`config.mk`:
```
export PLATFORM = sky130hd
export DESIGN_NAME = keyframe_interval_tracker
export DESIGN_NICKNAME = d
export VERILOG_FILES = /design/src/rtl/core/kit_pkg.sv /design/src/rtl/core/keyframe_interval_tracker.sv
export SDC_FILE = /design/constraint.sdc
export NUM_CORES = 2
export LEC_CHECK = 0
export BUFFER_PORTS_ARGS = -buffer_cell sky130_fd_sc_hd__buf_2
export CORE_AREA = 4 4 249 251
export CTS_CLUSTER_SIZE = 25
export DETAILED_ROUTE_END_ITERATION = 8
export DIE_AREA = 0 0 253 255
export HOLD_SLACK_MARGIN = 0.08
export PLACE_DENSITY = 0.81
export SYNTH_ARGS = -nofsm -noshare
export SYNTH_HDL_FRONTEND = slang
export SYNTH_SLANG_ARGS = --single-unit
```
`constraint.sdc`:
```
create_clock -name clock -period 10.05 [get_ports clock]
set_input_delay 1.005 -clock clock [delete_from_list [all_inputs] [get_ports clock]]
set_output_delay 1.005 -clock clock [all_outputs]
set_load 0.02 [all_outputs]
```
`src/rtl/core/kit_pkg.sv`:
```
// Package for the keyframe interval tracker: widths, command and run-state codes,
// key reset values and the saturating time adder and subtractor.
// No dependencies.
package kit_pkg;

   localparam int TIME_W           = 32;
   localparam int CMD_W            = 3;
   localparam int IDX_W            = 3;
   localparam int RUN_W            = 2;
   localparam int OFFC_W           = 31;
   localparam int CSR_IDX_W        = 3;
   localparam int MAX_KEYS_DEFAULT = 7;
   localparam int KEY_STEP         = 65536;

   typedef logic signed [TIME_W-1:0] time_type;
   typedef logic [IDX_W-1:0]         idx_type;
   typedef logic [RUN_W-1:0]         run_type;

   // Command codes
   localparam logic [CMD_W-1:0] CMD_ADVANCE = 3'd0;
   localparam logic [CMD_W-1:0] CMD_SET     = 3'd1;
   localparam logic [CMD_W-1:0] CMD_GOTO    = 3'd2;
   localparam logic [CMD_W-1:0] CMD_OFFSET  = 3'd3;
   localparam logic [CMD_W-1:0] CMD_ZERO    = 3'd4;

   // Run-state codes
   localparam run_type RUN_UNDER   = 2'd0;
   localparam run_type RUN_RUNNING = 2'd1;
   localparam run_type RUN_OVER    = 2'd2;

   // Register indexes: key_count, then key_0 upwards
   localparam logic [CSR_IDX_W-1:0] CSR_KEY_COUNT = 3'd0;

   localparam idx_type KEY_COUNT_RESET = 3'd2;

   localparam time_type TIME_MAX = {1'b0, {(TIME_W-1){1'b1}}};
   localparam time_type TIME_MIN = {1'b1, {(TIME_W-1){1'b0}}};

   function automatic time_type key_reset(input int i);
      key_reset = time_type'(i * KEY_STEP);
   endfunction

   function automatic time_type sat_add(input time_type a, input time_type b);
      logic signed [TIME_W:0] s;
      s = {a[TIME_W-1], a} + {b[TIME_W-1], b};
      if (s[TIME_W] != s[TIME_W-1])
         sat_add = s[TIME_W] ? TIME_MIN : TIME_MAX;
      else
         sat_add = s[TIME_W-1:0];
   endfunction

   function automatic time_type sat_sub(input time_type a, input time_type b);
      logic signed [TIME_W:0] s;
      s = {a[TIME_W-1], a} - {b[TIME_W-1], b};
      if (s[TIME_W] != s[TIME_W-1])
         sat_sub = s[TIME_W] ? TIME_MIN : TIME_MAX;
      else
         sat_sub = s[TIME_W-1:0];
   endfunction

endpackage

```
`src/rtl/core/keyframe_interval_tracker.sv`:
```
// Keyframe interval tracker top level: running time, key registers, locate logic
// and the result register.
// Depends on kit_pkg.
//
// Keeps a signed Q16.16 running time and places it among up to MAX_KEYS
// nondecreasing key times. Each request beat carries one command (in tuser)
// and produces exactly one response beat. Throughput is one beat per clock while
// the response side is not stalled. An accepted beat first updates the running
// time and interval registers (saturating add plus parallel key compares), then
// loads the response register (offset subtract and clamps) once it is free. The
// response register lets a new request be taken while a result waits. Key writes
// do not relocate the time and are to be made only while no beat is in flight.
module keyframe_interval_tracker #(
   parameter int MAX_KEYS = kit_pkg::MAX_KEYS_DEFAULT
) (
   input  logic                          clock,
   input  logic                          reset,
   // request
   input  logic                          req_tvalid,
   output logic                          req_tready,
   input  logic [39:0]                   req_tdata,  // time_value[31:0], interval_index[34:32]
   input  logic [kit_pkg::CMD_W-1:0]     req_tuser,  // command[2:0]
   // response
   output logic                          rsp_tvalid,
   input  logic                          rsp_tready,
   // time_now[31:0], time_clamped[63:32], interval_now[66:64],
   // interval_offset[98:67], interval_offset_clamped[129:99], run_state[131:130],
   // index_rejected[132]
   output logic [135:0]                  rsp_tdata,
   // register writes
   input  logic                          csr_valid,
   output logic                          csr_ready,
   input  logic [kit_pkg::CSR_IDX_W-1:0] csr_index,
   input  logic [kit_pkg::TIME_W-1:0]    csr_data
);
   import kit_pkg::*;

   localparam idx_type MAX_N   = idx_type'(MAX_KEYS);
   localparam idx_type MAX_SEG = idx_type'(MAX_KEYS - 2);

   // configuration
   idx_type  kc_ff;
   time_type key_ff [MAX_KEYS];

   // architectural state, also the first pipeline stage's payload
   time_type time_ff, time_in;
   idx_type  seg_ff, seg_in;
   run_type  phase_ff, phase_in;
   logic     rej_ff, rej_in;
   logic     s1_valid_ff, s1_valid_in;

   // response register
   logic     rsp_valid_ff, rsp_valid_in;
   time_type out_time_ff, out_clamped_ff, out_off_ff;
   idx_type  out_seg_ff;
   logic [OFFC_W-1:0] out_offc_ff;
   run_type  out_run_ff;
   logic     out_rej_ff;

   logic     rsp_free, s1_adv, req_acc;
   idx_type  keys_used, last_idx;
   time_type key_first, key_last;

   logic [CMD_W-1:0] cmd;
   time_type         tv;
   idx_type          target;
   time_type         key_target, cand_time;
   logic             locate_en, reject;
   idx_type          loc_seg;
   run_type          loc_phase;

   time_type          clamped, off, key_start, key_next;
   idx_type           seg_sat;
   logic signed [TIME_W:0] len_full;
   logic [OFFC_W-1:0] len, offc;

   assign csr_ready = 1'b1;

   always_ff @(posedge clock) begin
      if (reset) begin
         kc_ff <= KEY_COUNT_RESET;
         for (int i = 0; i < MAX_KEYS; i++) key_ff[i] <= key_reset(i);
      end else if (csr_valid) begin
         if (csr_index == CSR_KEY_COUNT) begin
            kc_ff <= csr_data[IDX_W-1:0];
         end else begin
            for (int i = 0; i < MAX_KEYS; i++)
               if (csr_index == CSR_IDX_W'(i + 1)) key_ff[i] <= csr_data;
         end
      end
   end

   // handshake
   assign rsp_free     = !rsp_valid_ff || rsp_tready;
   assign s1_adv       = s1_valid_ff && rsp_free;
   assign req_tready   = !s1_valid_ff || rsp_free;
   assign req_acc      = req_tvalid && req_tready;
   assign s1_valid_in  = req_acc || (s1_valid_ff && !s1_adv);
   assign rsp_valid_in = s1_adv || (rsp_valid_ff && !rsp_tready);

   // key selection
   always_comb begin
      if (kc_ff < 3'd2)        keys_used = 3'd2;
      else if (kc_ff > MAX_N)  keys_used = MAX_N;
      else                     keys_used = kc_ff;
      last_idx  = keys_used - 3'd1;
      key_first = key_ff[0];
      key_last  = key_ff[0];
      for (int i = 0; i < MAX_KEYS; i++)
         if (last_idx == IDX_W'(i)) key_last = key_ff[i];
   end

   assign cmd    = req_tuser;
   assign tv     = req_tdata[TIME_W-1:0];
   assign target = req_tdata[TIME_W+IDX_W-1:TIME_W];

   // next state
   always_comb begin
      key_target = key_ff[0];
      for (int i = 0; i < MAX_KEYS; i++)
         if (target == IDX_W'(i)) key_target = key_ff[i];
      reject    = 1'b0;
      locate_en = 1'b0;
      cand_time = time_ff;
      unique case (cmd)
         CMD_ADVANCE: begin
            cand_time = sat_add(time_ff, tv);
            locate_en = 1'b1;
         end
         CMD_SET: begin
            cand_time = tv;
            locate_en = 1'b1;
         end
         CMD_GOTO, CMD_OFFSET: begin
            if (target > keys_used - 3'd2) begin
               reject = 1'b1;
            end else if (cmd == CMD_GOTO) begin
               cand_time = key_target;
            end else begin
               cand_time = sat_add(key_target, tv);
               locate_en = 1'b1;
            end
         end
         CMD_ZERO: begin
            cand_time = '0;
            locate_en = 1'b1;
         end
         default: begin
         end
      endcase

      // lowest inner key above the time wins
      loc_seg   = keys_used - 3'd2;
      loc_phase = RUN_RUNNING;
      for (int i = MAX_KEYS - 2; i >= 1; i--)
         if (IDX_W'(i + 1) < keys_used && cand_time < key_ff[i]) loc_seg = IDX_W'(i - 1);
      if (cand_time < key_first) begin
         loc_seg   = '0;
         loc_phase = RUN_UNDER;
      end else if (cand_time > key_last) begin
         loc_seg   = keys_used - 3'd2;
         loc_phase = RUN_OVER;
      end

      time_in  = time_ff;
      seg_in   = seg_ff;
      phase_in = phase_ff;
      rej_in   = reject;
      if (locate_en) begin
         time_in  = cand_time;
         seg_in   = loc_seg;
         phase_in = loc_phase;
      end else if (cmd == CMD_GOTO && !reject) begin
         time_in  = cand_time;
         seg_in   = target;
         phase_in = RUN_RUNNING;
      end
   end

   always_ff @(posedge clock) begin
      if (reset) begin
         time_ff     <= '0;
         seg_ff      <= '0;
         phase_ff    <= RUN_RUNNING;
         rej_ff      <= 1'b0;
         s1_valid_ff <= 1'b0;
      end else begin
         s1_valid_ff <= s1_valid_in;
         if (req_acc) begin
            time_ff  <= time_in;
            seg_ff   <= seg_in;
            phase_ff <= phase_in;
            rej_ff   <= rej_in;
         end
      end
   end

   // result from the stored state
   always_comb begin
      if (time_ff < key_first)     clamped = key_first;
      else if (time_ff > key_last) clamped = key_last;
      else                         clamped = time_ff;

      seg_sat   = (seg_ff > MAX_SEG) ? MAX_SEG : seg_ff;
      key_start = key_ff[0];
      key_next  = key_ff[1];
      for (int i = 0; i < MAX_KEYS - 1; i++)
         if (seg_sat == IDX_W'(i)) begin
            key_start = key_ff[i];
            key_next  = key_ff[i + 1];
         end

      off      = sat_sub(time_ff, key_start);
      len_full = {key_next[TIME_W-1], key_next} - {key_start[TIME_W-1], key_start};
      if (len_full[TIME_W])            len = '0;
      else if (len_full[TIME_W-1])     len = '1;
      else                             len = len_full[OFFC_W-1:0];

      if (off[TIME_W-1])                  offc = '0;
      else if (off[OFFC_W-1:0] > len)     offc = len;
      else                                offc = off[OFFC_W-1:0];
   end

   always_ff @(posedge clock) begin
      if (reset) rsp_valid_ff <= 1'b0;
      else       rsp_valid_ff <= rsp_valid_in;
   end

   always_ff @(posedge clock) begin
      if (s1_adv) begin
         out_time_ff    <= time_ff;
         out_clamped_ff <= clamped;
         out_seg_ff     <= seg_ff;
         out_off_ff     <= off;
         out_offc_ff    <= offc;
         out_run_ff     <= phase_ff;
         out_rej_ff     <= rej_ff;
      end
   end

   assign rsp_tvalid = rsp_valid_ff;
   assign rsp_tdata  = {3'b000, out_rej_ff, out_run_ff, out_offc_ff, out_off_ff,
                        out_seg_ff, out_clamped_ff, out_time_ff};

   // under the first key the interval is always the first one
   a_under_first : assert property (@(posedge clock) disable iff (reset)
      rsp_tvalid && out_run_ff == RUN_UNDER |-> out_seg_ff == '0)
      else $error("under-range result with nonzero interval");

   a_seg_range : assert property (@(posedge clock) disable iff (reset)
      rsp_tvalid |-> out_seg_ff <= MAX_SEG)
      else $error("interval index beyond last interval");

   a_goto : assert property (@(posedge clock) disable iff (reset)
      req_acc && cmd == CMD_GOTO && target <= keys_used - 3'd2
      |=> seg_ff == $past(target) && phase_ff == RUN_RUNNING && !rej_ff)
      else $error("accepted jump did not land on its interval");

   a_reject_holds : assert property (@(posedge clock) disable iff (reset)
      req_acc && reject |=> time_ff == $past(time_ff) && seg_ff == $past(seg_ff))
      else $error("rejected jump changed the state");

endmodule

```
==> results_dict.tcl <==
set metrics [dict create \
    outcome "complete, but fails checks" \
    violations "DRC" \
    crit_top_cell "o21a_1" \
    via_per_inst 6.99 \
    ys.flop_type "edfxtp_1" \
    worstPathMaxFanout 68 \
    p_sw_share_pct 44.3 \
    power.share.combinational_pct 51.6 \
    routabilityCongestion 1.15 \
    min_period_ns 9.57 \
    coreArea_um2 59900 \
    grt_usage_pct 46.3 \
    nFillCells 4800 \
    nets 4958 \
    critPathRequiredTime_ns 10.41 \
    end_kind "flip-flop" \
    hp-start "rej_ff" \
    io_buffers 212 \
    postCtsSetupRepairBufs 0 \
    start_kind "flip-flop" \
    leakage_nw 18.3 \
    holdPathEnd "out_rej_ff" \
    ir_worst_vdd_uv 147 \
    yosysSeqAreaShare_pct 31.1 \
    clkTransAtPathRegs_ns 0.06 \
    synth_cell_types 103 \
    drc_errors 4 \
    timing.final.crit_share_pct 95.2 \
    reg2reg_from "seg_ff[1]" \
    crit_start "seg_ff[1]" \
    hold_viol 0 \
    grt_pass1_vias 34400 \
    drv_slew 0 \
    crit_type "reg -> reg" \
    rsz0062_at_grt "false" \
    drtIter0Drc 5684 \
    cts_tree "done" \
    power_frac_seq_pct 28.0 \
    finalSetupViolCount 0 \
    htree_levels 2 \
    finalWirelength_um 154000 \
    cellPowerDensity_nw_per_um2 195 \
    worst_pin_slew_ns 1.40 \
    start_util_pct 62.1 \
    worst-r2r-setup-slack_ns 0.48 \
    cap_violations 0 \
    fp.dieH_um 255 \
    fp-row-count 90 \
    ys_seq_elements 400 \
    p_int_w 0.00447 \
    arrival_ns 9.92 \
    slowest_delay_ns 0.78 \
    cts_resized 0 \
    grt_pass1_wl_um 222000 \
    avgSynthCellArea_um2 8.84 \
    rr_worst_depth 31 \
    hold-path-cell-count 0 \
    p_switching_w 0.00356 \
    detail-route-antenna-nets 0 \
    syn_area_um2 37200 \
    syn_to_final_growth_pct 10.6 \
    cts_root_buf "clkbuf_16" \
    netlist_instances 4212 \
    numCtsBuffers 45 \
    clk_path_buf_depth 3 \
    cts_sinks 400 \
    chipWidth_um 253 \
    ctsHoldBuffers 0 \
    drtPass1Iterations 9 \
    min_path_type "reg -> reg" \
    finClkSkew_ns 0.0422 \
    grt_remaining_overflow 0 \
    synth_async_sr_flop_share_pct 0 \
    slowest_stage "dfxtp_4" \
    dieArea_um2 64500 \
    synth_edf_count 357 \
    yosysWarningCount 0 \
    grt_max_degree 89 \
    routedWlPerCell_um 29.3 \
    max_freq_mhz 105 \
    drive_above_1_share_pct 13.8 \
    vias 36700 \
    antenna_found_initial 7 \
    pin_count 222 \
    fin_hold_ws_ns 0.436 \
    insertion_delay_ns 0.64 \
    r2r_end "out_offc_ff[0]" \
    clkPwrFrac_pct 20.4 \
    hpwl_um 117000 \
    relSlewSlack_pct 5.87 \
    fin_setup_tns_ns 0 \
]
==> power by group through the flow <==
stage / Clock [W] / Combinational (W) / Sequential [W]
after floorplan: 0 / 0.00254 / 0.00232
after global placement: 0 / 0.00388 / 0.00227
after detailed placement: 0 / 0.00396 / 0.00227
after CTS: 0.00163 / 0.00399 / 0.00224
after global routing: 0.00171 / 0.00445 / 0.00226
final: 0.00164 / 0.00415 / 0.00225
==> state kept, by name (all words and copies together) (netlist names) <==
signal / count
kc_ff: 3
key_ff: 224
out_clamped_ff: 32
out_off_ff: 32
out_offc_ff: 31
out_rej_ff: 1
out_run_ff: 2
out_seg_ff: 3
out_time_ff: 32
phase_ff: 2
rej_ff: 1
rsp_tvalid: 1
s1_valid_ff: 1
seg_ff: 3
time_ff: 32
==> synthesized netlist by cell type, drive strengths merged (69+ instances only) <==
master	number	area, um^2
mux4	76	1710
nand2b	81	507
inv	319	1200
a21o	153	1150
clkbuf	174	653
o211ai	69	518
nor2	488	1840
ha	446	5580
o21ai	291	1460
a21oi	401	2010
xnor2	69	604
edfxtp	357	10700
mux2i	82	821
nand2	315	1190
==> routing by layer <==
layer | track usage (%) | wire, um | up-vias
met1 | 59.1 | 54800 | 17000
li1 | - | - | 16100
met2 | 67.4 | 62300 | 2939
met3 | 19.5 | 25900 | 657
met5 | 0 | 45 | -
met4 | 24.4 | 10600 | 6
==> stage by stage <==
stage	util (%)	worst slack, ns	total power (W)	cell area [um^2]	instances
2_1_floorplan	-	1.46	0.00486	37200	4214
3_3_place_gp	66.3	0.939	0.00615	39700	5160
3_5_place_dp	66.3	0.793	0.00624	39700	5160
4_1_cts	68.7	0.969	0.00785	41200	5241
5_1_grt	68.7	0.223	0.00841	41200	5243
6_report	68.7	0.483	0.00804	41200	5245
==> worst max path at each step <==
stage / endpoint / slack [ns]
2_1_floorplan: seg_ff[0] / 1.46
3_3_place_gp: seg_ff[0] / 0.94
3_5_place_dp: seg_ff[0] / 0.79
4_1_cts: out_offc_ff[0] / 0.97
5_1_grt: out_offc_ff[0] / 0.22
6_report: out_offc_ff[0] / 0.48
==> critical path, delay by kind of cell, from the launching register on <==
kind | cells | cell delay, ns
flip-flops | 1 | 0.78
buffers and inverters | 2 | 0.70
adder cells (fa/ha/maj) | 2 | 0.87
XOR/XNOR | 1 | 0.61
AO/OA/AOI/OAI | 20 | 4.37
AND/OR/NAND/NOR | 6 | 1.87
==> placed cells by master (no fill, tap or decap), types with 18 or more instances in the layout <==
cell and count:
nand4_1 65, a221o_1 34, nor3_1 44, o22ai_1 26, o21ai_0 278, inv_1 318, ha_1 446, a31oi_1 44
o211ai_1 69, a21o_1 152, mux2_2 29, or2_2 18, and3_1 18, nand3_1 48, buf_4 163, xnor2_1 68
nand2b_1 81, clkbuf_16 46, a21oi_1 400, mux2i_1 81, a22oi_1 22, buf_2 211, dfxtp_1 37, edfxtp_1 357
nand2_1 311, mux4_2 76, o2bb2ai_1 24, nor2b_1 45, a211oi_1 45, xor2_1 22, o21a_1 59, o221ai_1 37
nor2_1 485
==> cell families after synthesis <==
group | Yosys count | synth area share [%]
other cells | 2 | 0.0202
simple gates | 1181 | 14.3
flops | 400 | 31.1
xor+xnor | 92 | 2.19
buf+inv | 535 | 5.58
compound gates | 1351 | 23.5
mux | 196 | 7.95
fa+ha+maj | 455 | 15.4
==> cell type report <==
type	instances	area (um^2)	area share [%]
Sequential cell	400	11600	28.2
Antenna cell	4	10.0	0.0243
Timing Repair Buffer	377	2340	5.68
Tap cell	782	978	2.38
Multi-Input combinational cell	3279	23600	57.4
Inverter	322	1210	2.94
Clock buffer	56	1190	2.89
Clock inverter	25	233	0.565
Power figures use the tool's default switching activity.
